[src/rtl/wps_pkg.sv]
// Shared types and constants for the WAV PCM stream decoder.
package wps_pkg;

  // Event kinds, carried on the output tuser
  localparam logic [1:0] EVT_PCM = 2'd0;
  localparam logic [1:0] EVT_FMT = 2'd1;
  localparam logic [1:0] EVT_END = 2'd2;
  localparam logic [1:0] EVT_ERR = 2'd3;

  // Error codes
  localparam logic [2:0] ERR_TAG      = 3'd0;
  localparam logic [2:0] ERR_SHORT    = 3'd1;
  localparam logic [2:0] ERR_NOT_PCM  = 3'd2;
  localparam logic [2:0] ERR_CHANNELS = 3'd3;
  localparam logic [2:0] ERR_NO_FMT   = 3'd4;

  // Chunk tags as they sit in a little-endian 32-bit shift register
  localparam logic [31:0] TAG_RIFF = 32'h4646_4952;
  localparam logic [31:0] TAG_WAVE = 32'h4556_4157;
  localparam logic [31:0] TAG_FMT  = 32'h2074_6D66;
  localparam logic [31:0] TAG_DATA = 32'h6174_6164;

  localparam logic [14:0] VOLUME_RESET = 15'd8192;
  localparam int          Q_SHIFT      = 15;

  localparam int QUEUE_DEPTH = 4;
  localparam int QUEUE_AW    = $clog2(QUEUE_DEPTH);

  // One classified event between the parser and the output stage.
  // val: sample (low 16 bits) for PCM, rate for FMT, code (low 3 bits) for ERR.
  typedef struct packed {
    logic [1:0]  kind;
    logic [31:0] val;
    logic [1:0]  chans;
  } evt_t;

endpackage

[src/rtl/wps_front.sv]
// Byte parser: walks RIFF/WAVE headers and turns bytes into events.
module wps_front (
  input  logic          clk,
  input  logic          rst,
  input  logic          in_valid,
  output logic          in_ready,
  input  logic [7:0]    in_byte,
  input  logic          in_start,
  input  logic          full,
  output logic          push,
  output wps_pkg::evt_t push_evt
);

  localparam logic [2:0] PH_HEAD = 3'd0;
  localparam logic [2:0] PH_HDR  = 3'd1;
  localparam logic [2:0] PH_FMT  = 3'd2;
  localparam logic [2:0] PH_SKIP = 3'd3;
  localparam logic [2:0] PH_DATA = 3'd4;
  localparam logic [2:0] PH_ENDQ = 3'd5;
  localparam logic [2:0] PH_DONE = 3'd6;

  logic [2:0]  phase, phase_next;
  logic [3:0]  byte_count, byte_count_next;
  logic [31:0] tag_shift, tag_shift_next;
  logic [31:0] chunk_size, chunk_size_next;
  logic [15:0] format_code, format_code_next;
  logic [15:0] bits_field, bits_field_next;
  logic [1:0]  stream_channels, stream_channels_next;
  logic [31:0] rate_field, rate_field_next;
  logic [31:0] data_remaining, data_remaining_next;
  logic [23:0] frame_bytes, frame_bytes_next;
  logic        format_seen, format_seen_next;

  logic          accept;
  logic          fire;
  wps_pkg::evt_t evt;
  logic [16:0]   pair_sum;
  logic [16:0]   pair_adj;
  logic [15:0]   sample;
  logic          frame_done;

  assign in_ready = !full;
  assign accept   = in_valid && in_ready;
  assign push     = accept && fire;
  assign push_evt = evt;

  always_comb begin
    phase_next           = phase;
    byte_count_next      = byte_count;
    tag_shift_next       = tag_shift;
    chunk_size_next      = chunk_size;
    format_code_next     = format_code;
    bits_field_next      = bits_field;
    stream_channels_next = stream_channels;
    rate_field_next      = rate_field;
    data_remaining_next  = data_remaining;
    frame_bytes_next     = frame_bytes;
    format_seen_next     = format_seen;
    if (in_start) begin
      phase_next           = PH_HEAD;
      byte_count_next      = '0;
      tag_shift_next       = '0;
      chunk_size_next      = '0;
      format_code_next     = '0;
      bits_field_next      = '0;
      stream_channels_next = '0;
      rate_field_next      = '0;
      data_remaining_next  = '0;
      frame_bytes_next     = '0;
      format_seen_next     = 1'b0;
    end

    fire = 1'b0;
    evt  = '0;

    // stereo average, truncating toward zero
    pair_sum = {frame_bytes_next[15], frame_bytes_next[15:0]}
             + {in_byte[7], in_byte, frame_bytes_next[23:16]};
    pair_adj = pair_sum + {16'd0, pair_sum[16]};
    if (stream_channels_next == 2'd2) begin
      sample     = pair_adj[16:1];
      frame_done = (byte_count_next == 4'd3);
    end else begin
      sample     = {in_byte, frame_bytes_next[7:0]};
      frame_done = (byte_count_next == 4'd1);
    end

    case (phase_next)
      PH_HEAD: begin
        tag_shift_next = {in_byte, tag_shift_next[31:8]};
        if (byte_count_next == 4'd3 && tag_shift_next != wps_pkg::TAG_RIFF) begin
          fire = 1'b1;
          evt.kind = wps_pkg::EVT_ERR;
          evt.val  = {29'd0, wps_pkg::ERR_TAG};
          phase_next = PH_DONE;
        end else if (byte_count_next == 4'd11) begin
          if (tag_shift_next != wps_pkg::TAG_WAVE) begin
            fire = 1'b1;
            evt.kind = wps_pkg::EVT_ERR;
            evt.val  = {29'd0, wps_pkg::ERR_TAG};
            phase_next = PH_DONE;
          end else begin
            phase_next      = PH_HDR;
            byte_count_next = '0;
          end
        end else begin
          byte_count_next = byte_count_next + 4'd1;
        end
      end
      PH_HDR: begin
        if (byte_count_next < 4'd4) begin
          tag_shift_next = {in_byte, tag_shift_next[31:8]};
        end else begin
          chunk_size_next = {in_byte, chunk_size_next[31:8]};
        end
        if (byte_count_next != 4'd7) begin
          byte_count_next = byte_count_next + 4'd1;
        end else begin
          byte_count_next = '0;
          if (tag_shift_next == wps_pkg::TAG_FMT) begin
            if (chunk_size_next < 32'd16) begin
              fire = 1'b1;
              evt.kind = wps_pkg::EVT_ERR;
              evt.val  = {29'd0, wps_pkg::ERR_SHORT};
              phase_next = PH_DONE;
            end else begin
              phase_next = PH_FMT;
            end
          end else if (tag_shift_next == wps_pkg::TAG_DATA) begin
            if (!format_seen_next) begin
              fire = 1'b1;
              evt.kind = wps_pkg::EVT_ERR;
              evt.val  = {29'd0, wps_pkg::ERR_NO_FMT};
              phase_next = PH_DONE;
            end else begin
              data_remaining_next = chunk_size_next;
              frame_bytes_next    = '0;
              if (chunk_size_next == 32'd0) begin
                fire = 1'b1;
                evt.kind = wps_pkg::EVT_END;
                phase_next = PH_DONE;
              end else begin
                phase_next = PH_DATA;
              end
            end
          end else if (chunk_size_next != 32'd0) begin
            phase_next = PH_SKIP;
          end
        end
      end
      PH_SKIP: begin
        chunk_size_next = chunk_size_next - 32'd1;
        if (chunk_size_next == 32'd0) begin
          phase_next      = PH_HDR;
          byte_count_next = '0;
        end
      end
      PH_FMT: begin
        if (byte_count_next < 4'd2) begin
          format_code_next = {in_byte, format_code_next[15:8]};
        end else if (byte_count_next < 4'd4) begin
          tag_shift_next = {16'd0, in_byte, tag_shift_next[15:8]};
        end else if (byte_count_next < 4'd8) begin
          rate_field_next = {in_byte, rate_field_next[31:8]};
        end else if (byte_count_next >= 4'd14) begin
          bits_field_next = {in_byte, bits_field_next[15:8]};
        end
        if (byte_count_next != 4'd15) begin
          byte_count_next = byte_count_next + 4'd1;
        end else begin
          byte_count_next = '0;
          if (format_code_next != 16'd1 || bits_field_next != 16'd16) begin
            fire = 1'b1;
            evt.kind = wps_pkg::EVT_ERR;
            evt.val  = {29'd0, wps_pkg::ERR_NOT_PCM};
            phase_next = PH_DONE;
          end else if (tag_shift_next != 32'd1 && tag_shift_next != 32'd2) begin
            fire = 1'b1;
            evt.kind = wps_pkg::EVT_ERR;
            evt.val  = {29'd0, wps_pkg::ERR_CHANNELS};
            phase_next = PH_DONE;
          end else begin
            stream_channels_next = tag_shift_next[1:0];
            format_seen_next     = 1'b1;
            fire = 1'b1;
            evt.kind  = wps_pkg::EVT_FMT;
            evt.val   = rate_field_next;
            evt.chans = tag_shift_next[1:0];
            chunk_size_next = chunk_size_next - 32'd16;
            phase_next = (chunk_size_next != 32'd0) ? PH_SKIP : PH_HDR;
          end
        end
      end
      PH_DATA: begin
        data_remaining_next = data_remaining_next - 32'd1;
        if (!frame_done) begin
          case (byte_count_next[1:0])
            2'd0:    frame_bytes_next[7:0]   = in_byte;
            2'd1:    frame_bytes_next[15:8]  = in_byte;
            default: frame_bytes_next[23:16] = in_byte;
          endcase
          byte_count_next = byte_count_next + 4'd1;
          if (data_remaining_next == 32'd0) begin
            fire = 1'b1;
            evt.kind = wps_pkg::EVT_END;
            phase_next = PH_DONE;
          end
        end else begin
          fire = 1'b1;
          evt.kind = wps_pkg::EVT_PCM;
          evt.val  = {16'd0, sample};
          byte_count_next  = '0;
          frame_bytes_next = '0;
          if (data_remaining_next == 32'd0) begin
            phase_next = PH_ENDQ;  // end goes out on the next beat
          end
        end
      end
      PH_ENDQ: begin
        fire = 1'b1;
        evt.kind = wps_pkg::EVT_END;
        phase_next = PH_DONE;
      end
      default: begin
      end
    endcase
  end

  always_ff @(posedge clk) begin
    if (rst) begin
      phase           <= PH_HEAD;
      byte_count      <= '0;
      tag_shift       <= '0;
      chunk_size      <= '0;
      format_code     <= '0;
      bits_field      <= '0;
      stream_channels <= '0;
      rate_field      <= '0;
      data_remaining  <= '0;
      frame_bytes     <= '0;
      format_seen     <= 1'b0;
    end else if (accept) begin
      phase           <= phase_next;
      byte_count      <= byte_count_next;
      tag_shift       <= tag_shift_next;
      chunk_size      <= chunk_size_next;
      format_code     <= format_code_next;
      bits_field      <= bits_field_next;
      stream_channels <= stream_channels_next;
      rate_field      <= rate_field_next;
      data_remaining  <= data_remaining_next;
      frame_bytes     <= frame_bytes_next;
      format_seen     <= format_seen_next;
    end
  end

endmodule

[src/rtl/wps_queue.sv]
// Small event FIFO between the parser and the output stage.
module wps_queue (
  input  logic          clk,
  input  logic          rst,
  input  logic          push,
  input  wps_pkg::evt_t push_evt,
  output logic          full,
  input  logic          pop,
  output wps_pkg::evt_t pop_evt,
  output logic          empty
);

  wps_pkg::evt_t             entries [wps_pkg::QUEUE_DEPTH];
  logic [wps_pkg::QUEUE_AW-1:0] wr_ptr;
  logic [wps_pkg::QUEUE_AW-1:0] rd_ptr;
  logic [wps_pkg::QUEUE_AW:0]   count;

  assign full    = (count == (wps_pkg::QUEUE_AW+1)'(wps_pkg::QUEUE_DEPTH));
  assign empty   = (count == '0);
  assign pop_evt = entries[rd_ptr];

  always_ff @(posedge clk) begin
    if (push) begin
      entries[wr_ptr] <= push_evt;
    end
  end

  always_ff @(posedge clk) begin
    if (rst) begin
      wr_ptr <= '0;
      rd_ptr <= '0;
      count  <= '0;
    end else begin
      if (push) begin
        wr_ptr <= wr_ptr + 1'b1;
      end
      if (pop) begin
        rd_ptr <= rd_ptr + 1'b1;
      end
      if (push && !pop) begin
        count <= count + 1'b1;
      end else if (pop && !push) begin
        count <= count - 1'b1;
      end
    end
  end

endmodule

[src/rtl/wps_back.sv]
// Output stage: volume scaling and the registered output beat.
module wps_back (
  input  logic          clk,
  input  logic          rst,
  input  logic          cfg_we,
  input  logic [14:0]   cfg_wdata,
  input  logic          empty,
  input  wps_pkg::evt_t pop_evt,
  output logic          pop,
  output logic          out_valid,
  input  logic          out_ready,
  output logic [1:0]    out_kind,
  output logic [71:0]   out_data
);

  logic [14:0]        volume;
  logic signed [30:0] product;
  logic [15:0]        scaled;
  logic [71:0]        data_next;

  assign pop = !empty && (!out_valid || out_ready);

  assign product = $signed(pop_evt.val[15:0]) * $signed({1'b0, volume});
  assign scaled  = product[30:wps_pkg::Q_SHIFT];  // arithmetic shift, floor

  always_comb begin
    data_next = '0;
    case (pop_evt.kind)
      wps_pkg::EVT_PCM: data_next[31:0]  = {scaled, 16'd0};
      wps_pkg::EVT_FMT: begin
        data_next[63:32] = pop_evt.val;
        data_next[65:64] = pop_evt.chans;
      end
      wps_pkg::EVT_ERR: data_next[68:66] = pop_evt.val[2:0];
      default: begin
      end
    endcase
  end

  always_ff @(posedge clk) begin
    if (rst) begin
      volume <= wps_pkg::VOLUME_RESET;
    end else if (cfg_we) begin
      volume <= cfg_wdata;
    end
  end

  always_ff @(posedge clk) begin
    if (rst) begin
      out_valid <= 1'b0;
    end else if (pop) begin
      out_valid <= 1'b1;
    end else if (out_ready) begin
      out_valid <= 1'b0;
    end
  end

  always_ff @(posedge clk) begin
    if (pop) begin
      out_kind <= pop_evt.kind;
      out_data <= data_next;
    end
  end

endmodule

[src/rtl/wav_pcm_stream_decoder_core.sv]
// Top level of the WAV PCM stream decoder.
// Usage:
//   s_axis carries the file one byte per beat: tdata is the byte, tuser set
//   restarts parsing with that byte as offset zero.
//   m_axis carries events: tuser is the kind (sample, format, end, error),
//   tdata holds the payload fields of that kind, zero elsewhere.
//   cfg_we/cfg_wdata write the Q15 volume; write it only while idle.
// Throughput: one byte per cycle sustained while the event queue is not
// full. The parser updates its header state once per accepted byte; a
// 4-entry event queue sits between the parser and the output register,
// and the single 16x16 volume multiply sits in the output stage.
// Path: an event caused by a byte is written into the queue, then into
// the output register, and is then valid on m_axis.
// Stall: when m_axis_tready is low the output beat holds; the queue fills
// and s_axis_tready drops once all four entries are taken.
// Reset: clears the parser, empties the queue, drops m_axis_tvalid and sets
// the volume to 8192 (0.25).
module wav_pcm_stream_decoder_core (
  input  logic        clk,
  input  logic        rst,
  input  logic        s_axis_tvalid,
  output logic        s_axis_tready,
  input  logic [7:0]  s_axis_tdata,   // [7:0] file_byte
  input  logic        s_axis_tuser,   // [0] start_of_file
  output logic        m_axis_tvalid,
  input  logic        m_axis_tready,
  output logic [71:0] m_axis_tdata,   // [31:0] pcm_slot, [63:32] rate_hz,
                                      // [65:64] channel_count, [68:66] error_code
  output logic [1:0]  m_axis_tuser,   // [1:0] event_kind
  input  logic        cfg_we,
  input  logic [14:0] cfg_wdata       // volume_q15
);

  logic          push;
  logic          pop;
  logic          q_full;
  logic          q_empty;
  wps_pkg::evt_t push_evt;
  wps_pkg::evt_t pop_evt;

  wps_front u_front (
    .clk      (clk),
    .rst      (rst),
    .in_valid (s_axis_tvalid),
    .in_ready (s_axis_tready),
    .in_byte  (s_axis_tdata),
    .in_start (s_axis_tuser),
    .full     (q_full),
    .push     (push),
    .push_evt (push_evt)
  );

  wps_queue u_queue (
    .clk      (clk),
    .rst      (rst),
    .push     (push),
    .push_evt (push_evt),
    .full     (q_full),
    .pop      (pop),
    .pop_evt  (pop_evt),
    .empty    (q_empty)
  );

  wps_back u_back (
    .clk       (clk),
    .rst       (rst),
    .cfg_we    (cfg_we),
    .cfg_wdata (cfg_wdata),
    .empty     (q_empty),
    .pop_evt   (pop_evt),
    .pop       (pop),
    .out_valid (m_axis_tvalid),
    .out_ready (m_axis_tready),
    .out_kind  (m_axis_tuser),
    .out_data  (m_axis_tdata)
  );

  a_no_overflow: assert property (@(posedge clk) disable iff (rst)
    !(push && q_full))
    else $error("event pushed into full queue");

  a_reset_idle: assert property (@(posedge clk)
    rst |=> !m_axis_tvalid)
    else $error("output valid right after reset");

  a_err_payload: assert property (@(posedge clk) disable iff (rst)
    (m_axis_tvalid && m_axis_tuser == wps_pkg::EVT_ERR) |-> m_axis_tdata[65:0] == '0)
    else $error("error beat carries sample or format data");

  a_pop_empty: assert property (@(posedge clk) disable iff (rst)
    !(pop && q_empty))
    else $error("pop from empty queue");

endmodule

[config.mk]
export PLATFORM = sky130hd
export DESIGN_NAME = wav_pcm_stream_decoder_core
export DESIGN_NICKNAME = d
export VERILOG_FILES = /design/src/rtl/wps_pkg.sv /design/src/rtl/wps_front.sv /design/src/rtl/wps_queue.sv /design/src/rtl/wps_back.sv /design/src/rtl/wav_pcm_stream_decoder_core.sv
export SDC_FILE = /design/constraint.sdc
export NUM_CORES = 2
export LEC_CHECK = 0
export BUFFER_PORTS_ARGS = -buffer_cell sky130_fd_sc_hd__buf_2
export CORE_ASPECT_RATIO = 1.75
export CORE_UTILIZATION = 30
export CTS_BUF_LIST = sky130_fd_sc_hd__clkbuf_2
export DETAILED_ROUTE_END_ITERATION = 7
export SETUP_SLACK_MARGIN = 0.5
export SYNTH_ARGS = -nofsm -noshare
export SYNTH_HDL_FRONTEND = slang
export SYNTH_HIERARCHICAL = 1
export SYNTH_SLANG_ARGS = --single-unit
[constraint.sdc]
create_clock -name clk -period 8.3 [get_ports clk]
set_clock_uncertainty 0.2 [all_clocks]
set_input_delay 0.415 -clock clk [delete_from_list [all_inputs] [get_ports clk]]
set_output_delay 0.415 -clock clk [all_outputs]
set_load 0.01 [all_outputs]
Yosys cells after proc, flatten, opt, wreduce, memory -nomap -nowiden --
Memory sizes are Yosys's and may differ from the RTL's. A register that Yosys moved wholly into a read port is not among the register bits. Cells that the tools add are included.
Storage, ports and cells: register bits 288, bits in latches 0, memory bits (writable) 144, ROM bits 0, logic and storage cells 216, memories kept 1
Memories:
- u_queue.entries | words 4, width 36, rd ports 1, clocked after memory_dff 1, wr ports 1, RTL line wps_queue.sv:13 | wps_pkg::evt_t entries [wps_pkg::QUEUE_DEPTH];
Cells by class: add/sub/neg operators 10, multipliers 1, div/mod/pow operators 0, order comparisons 5, equal/unequal tests 23, shift operators 0, multiplexer cells 129, bitwise gates (word level) 0, reductions and logical operators 26
Operators by type and width (number):
- $mux W32 | 22
- $mux W34 | 9
- $mux W16 | 13
- $pmux W32 S3 | 2
- $mux W24 | 6
- $pmux W32 S4 | 1
- $logic_not A32 Y1 | 3
- $ne A32 B31 Y1 const B | 2
- $pmux W32 S2 | 1
- $reduce_bool A32 Y1 | 2
- $sub A32 B1 Y32 const B | 2
- $mux W3 | 20
- $pmux W24 S2 | 1
- $mux W36 | 1
- $eq A32 B30 Y1 const B | 1
- $eq A32 B31 Y1 const B | 1
- $lt A32 B5 Y1 const B | 1
- $mux W2 | 16
- $mux W4 | 8
- $ne A32 B1 Y1 const B | 1
- $ne A32 B2 Y1 const B | 1
- $sub A32 B5 Y32 const B | 1
- $mul A16 B16 Y31 | 1
- $mux W8 | 3
- other kinds (34) | 75

Depth between registers and ports, before layout --
word-level depth 16, mapped depth 27, depth with buffers taken out 24

By module --
Netlist, hierarchy kept.
Modules (own cells, without submodules):
- wps_front | times used 1, cells an instance 2268, area an instance 15939.0 um2, seq. area each 3883.7 um2
- wps_back | times used 1, cells an instance 1173, area an instance 11616.1 um2, seq. area each 1971.9 um2
- wps_queue | times used 1, cells an instance 232, area an instance 5677.9 um2, seq. area each 4504.3 um2

Worst setup path after synthesis --
Ideal clock, no wire load.
kind register to register, start register (tool-made name), end register u_back.out_data[28] (data pin), library setup time 0.269 ns, arrival 6.693 ns, data required time 7.831 ns, path slack 1.138 ns, cell stages (with the launch flop) 25, buffers on the path 3, period minus slack after synthesis 7.162 ns, path through dfxtp_1 buf_6 buf_12 mux4_2 clkbuf_1 nand2_1 inv_1 fa_1 inv_1 fa_1 inv_1 fa_1 fa_1 fa_1 inv_1 fa_1 inv_1 ha_1 a21o_1 a211o_1 a21o_1 or2_4 a41o_1 o311ai_1 o31ai_1
RTL lines:
- end signal, assigned | RTL line wps_back.sv:61 | out_data <= data_next;
- end, declared | RTL line wps_back.sv:13 | output logic [71:0] out_data

==> flow_summary_export.csv <==
group,metric,value,unit
floorplan,die_area,112000,um2
sta,timing.setup.tns,0,ns
logic_synthesis,postSynthRegisterBits,418,
worst_setup_path,timing.critical_path.to_type,"register",
worst_setup_path,crit_path_cell_trace,"buf_12, buf_4, mux4_2, and2_1, fa_1, inv_1, fa_1, inv_1, fa_1, fa_1, fa_1, inv_1, fa_1, inv_1, ha_1, o21ai_1, o21bai_1, a31oi_1, a211oi_2, or2_4, a41oi_4, or3_1, a31oi_1",
final_layout,drive_above_1_share,10.9,%
min_path,holdCritStartpoint,"s_axis_tuser",
worst_setup_path,timing.critical_path.buf_inv,6,
global_route,grtUsageTotal,21.4,%
clocking,cts.reportedPaths.clkPinSlew,0.12,ns
logic_synthesis,post_synth_and_or_nand_nor_area_fraction,20.6,%
worst_setup_path,path_max_fanout,16,
logic_synthesis,synth-xor-area-share,2.07,%
run,maxCapViolCount,0,
worst_setup_path,standard_cell_with_the_maximum_stage_delay_on_the_critical_path,"mux4_2",
sta,maxSlewViolCount,0,
clocking,clock_h_tree_levels,3,
routing,drtPass1Iterations,8,
place,numPortBuffers,85,
logic_synthesis,synthTopCellsByCount,"nor2_1, inv_1, nand2_1, fa_1, dfxtp_1",
logic_synthesis,postSynth.topFlopCell,"dfxtp_1",
sta,final_period_minus_worst_setup_slack,7.37,ns
logic_synthesis,synth_top_family_by_area,"simple AND/OR/NAND/NOR gates",
sta,min_period_over_period,88.8,%
logic_synthesis,synth-compound-area-share,15.7,%
pwr,post-layout-total-power,12.1,mW
logic_synthesis,synth.cell_area,33200,um2
routing,first_iter_violations,2391,
sta,hold_viol,0,
floorplan,initial_core_util,30.2,%
global_route,grt_antenna_before_repair,5,
final_layout,area_of_combinational_cells_with_multiple_inputs,20500,um2
min_path,worst_hold_path_type,"in -> reg",
routing,remaining_drc_errors,0,
logic_synthesis,synth_enable_flop_cells,199,
pwr,p_leak,14.5,nW
sta,rsz0062_at_grt,"no",
logic_synthesis,ys_seq_area_share,31.2,%
clocking,clockRootBuffer,"clkbuf_2",
worst_setup_path,cells_on_worst_reg2reg_path,23,
sta,slew_headroom,18.6,%
place,place_inst,5033,
logic_synthesis,largest_cells_by_area_after_synthesis,"edfxtp_1, fa_1, dfxtp_1",
worst_setup_path,critical_path_depth,23,
worst_setup_path,worst-endpoint-required,9.23,ns
clocking,cts_tree,"built",
min_path,hold-path-endpoint,"u_front/chunk_size[5]",
sta,fmax,136,MHz
logic_synthesis,synth_async_sr_flop_share,0,%
logic_synthesis,synth.most_common_cell,"nor2_1",
sta,worst_pin_slew,1.21,ns
place,detailed_placement_hpwl,83400,um
logic_synthesis,syn-mean-instance-area,9.05,um2
worst_setup_path,startpoint_class_of_the_critical_path,"register",
pwr,max-vdd-ir-drop,0.336,mV
clocking,cts.sink_count,418,
global_route,grt_start_max_net_pins,133,
final_layout,fill_cells,11500,
clocking,cts_buffers,95,
routing,avgRoutedWirePerCell,22.5,um
final_layout,layout-area-overhead-vs-synth,11.1,%
final_layout,finalNetCount,4147,
logic_synthesis,synth_mux_area_share,4.41,%
floorplan,chipHeight,442,um
floorplan,row_count,161,
worst_setup_path,timing.reg2reg.setup_slack,0.93,ns
worst_setup_path,critical-path-max-stage-delay,0.69,ns
min_path,whs_path_depth,5,
routing,drt-vias-per-instance,5.48,
logic_synthesis,post_synth_inst_count,3673,
floorplan,ios,105,
floorplan,die-width,254,um
final_layout,seq_area,10400,um2
logic_synthesis,synth.lib_cells_used.distinct,99,
clocking,clock_latency,1.32,ns
final_layout,final-instance-count-excl-fill,5322,
routing,vias,29200,
sta,tightest_hold_margin,0.160,ns
worst_setup_path,cp_top_family,"adder cells",
worst_setup_path,cp.arrival,8.29,ns
place,gp_congestion,0.993,
worst_setup_path,critical_path_type,"reg -> reg",
routing,totalWireLength,120000,um
sta,setup_viol_count_final,0,
global_route,global_route.overflow_total,0,
global_route,via_count_of_the_first_global_routing_pass,29800,
clocking,clk_path_buf_depth,3,
routing,ant_nets,0,
outcome,outcome,"finished clean",
logic_synthesis,synth_adder_area_share,18.6,%
worst_setup_path,critPathMostFrequentCell,"fa_1",
logic_synthesis,synth.largest_area_cell,"edfxtp_1",
logic_synthesis,yosys.area.top_type_share,18.0,%
floorplan,total_core_area,110000,um2
logic_synthesis,synthesis.yosys.warnings,6,
pwr,p_per_area,329,nW/um2
worst_setup_path,timing.rr.end,"u_back/out_data[29]",
global_route,grt_pass1_wl,180000,um
flip-flops by register name, indices dropped and copies added, names as in the netlist, named ones only:
| signal | flops |
|---|---|
| u_queue/entries | 144 |
| u_back/out_data | 53 |
| u_front/chunk_size | 32 |
| u_front/data_remaining | 32 |
| u_front/rate_field | 32 |
| u_front/tag_shift | 32 |
| u_front/frame_bytes | 24 |
| u_front/bits_field | 16 |
| u_front/format_code | 16 |
| u_back/volume | 15 |
| u_front/byte_count | 4 |
| u_front/phase | 3 |
| u_queue/count | 3 |
| u_back/out_kind | 2 |
| u_front/stream_channels | 2 |
| u_queue/rd_ptr | 2 |
| u_queue/wr_ptr | 2 |
| u_back/out_valid | 1 |
| u_front/format_seen | 1 |
power by group:
part / internal, mW / switching, mW / leakage (nW)
Combinational: 3.20 / 4.81 / 10.2
Clock: 0.566 / 0.930 / 0.715
Sequential: 2.46 / 0.178 / 3.62
stage by stage:
step / setup slack, ns / utilization, % / area [um2]
CTS: 0.632 / 33.4 / 36800
global placement: 0.666 / 31.7 / 34900
global route: 0.515 / 33.6 / 36900
detailed placement: 0.631 / 31.7 / 34900
finish: 0.933 / 33.6 / 36900
floorplan: 1.14 / - / 33300
placed cells by master (no fill, tap or decap), types with 27 or more instances in the layout:
master         netlist  layout
a22oi_1            122     122
dlygate4sd3_1        0      91
nand2b_1            48      48
o21ai_0            154     154
xnor2_1             53      53
buf_4               24      77
a21o_1              30      30
o22ai_1             28      28
mux4_2              30      30
ha_1               106     106
nand3_1             61      61
nor2b_1             50      47
inv_1              326     325
fa_1               242     242
a21oi_1            203     203
nand2_1            304     303
nor2_1             347     345
clkbuf_2             3     140
a211oi_1            27      27
nand4_1             39      39
mux2i_1             61      61
buf_2               32      83
nor4_1              42      40
nor3_1              95      92
and2_1             169     165
dfxtp_1            219     217
nor3b_1             34      34
edfxtp_1           199     199
worst min-delay path: stages:
cell and delay, ns:
dlygate4sd3_1 0.55, buf_6 0.26, a21oi_1 0.18, o21ai_0 0.08
a21oi_1 0.13
timing repair:
action	in CTS	in global routing
setup endpoints to repair	0	7
hold endpoints to repair	328	0
hold buffers	92	0
gates resized for setup	0	2
buffers inserted	0	15
worst max path at each step:
stage / to / startpoint / slack (ns)
global placement: u_back/out_data[29] / register / 0.67
global route: u_back/out_data[28] / register / 0.51
finish: u_back/out_data[29] / register / 0.93
CTS: u_back/out_data[29] / register / 0.63
detailed placement: u_back/out_data[29] / register / 0.63
floorplan: u_back/out_data[28] / register / 1.14
metal layers:
| metal | track usage [%] | wire [um] | share of wire (%) | up-vias |
|---|---|---|---|---|
| met4 | 16.7 | 10100 | 8.5 | 2 |
| li1 | - | - | - | 13100 |
| met5 | 0 | 9 | 0.0075 | - |
| met2 | 39.1 | 62300 | 52 | 1235 |
| met1 | 20.9 | 40600 | 34 | 14300 |
| met3 | 3.81 | 6540 | 5.5 | 482 |
cells by family (layout without fill, tap and decap cells):
group | after synthesis | count (layout)
AND/OR/NAND/NOR | 1335 | 1335
AO/OA/AOI/OAI | 795 | 795
buffers and inverters | 600 | 759
flip-flops | 418 | 418
adder cells (fa/ha/maj) | 348 | 348
multiplexers | 99 | 99
XOR/XNOR | 77 | 77
other | 1 | 24
cell type report:
type	count	area share, %
multi-input combinational	2673	55.6
sequential	418	28.1
timing repair buffer	256	5.38
tap	1467	4.97
inverter	326	3.31
clock buffer	140	1.90
clock inverter	37	0.728
antenna	5	0.0339
Note: power is estimated with default switching activity, not from simulation.
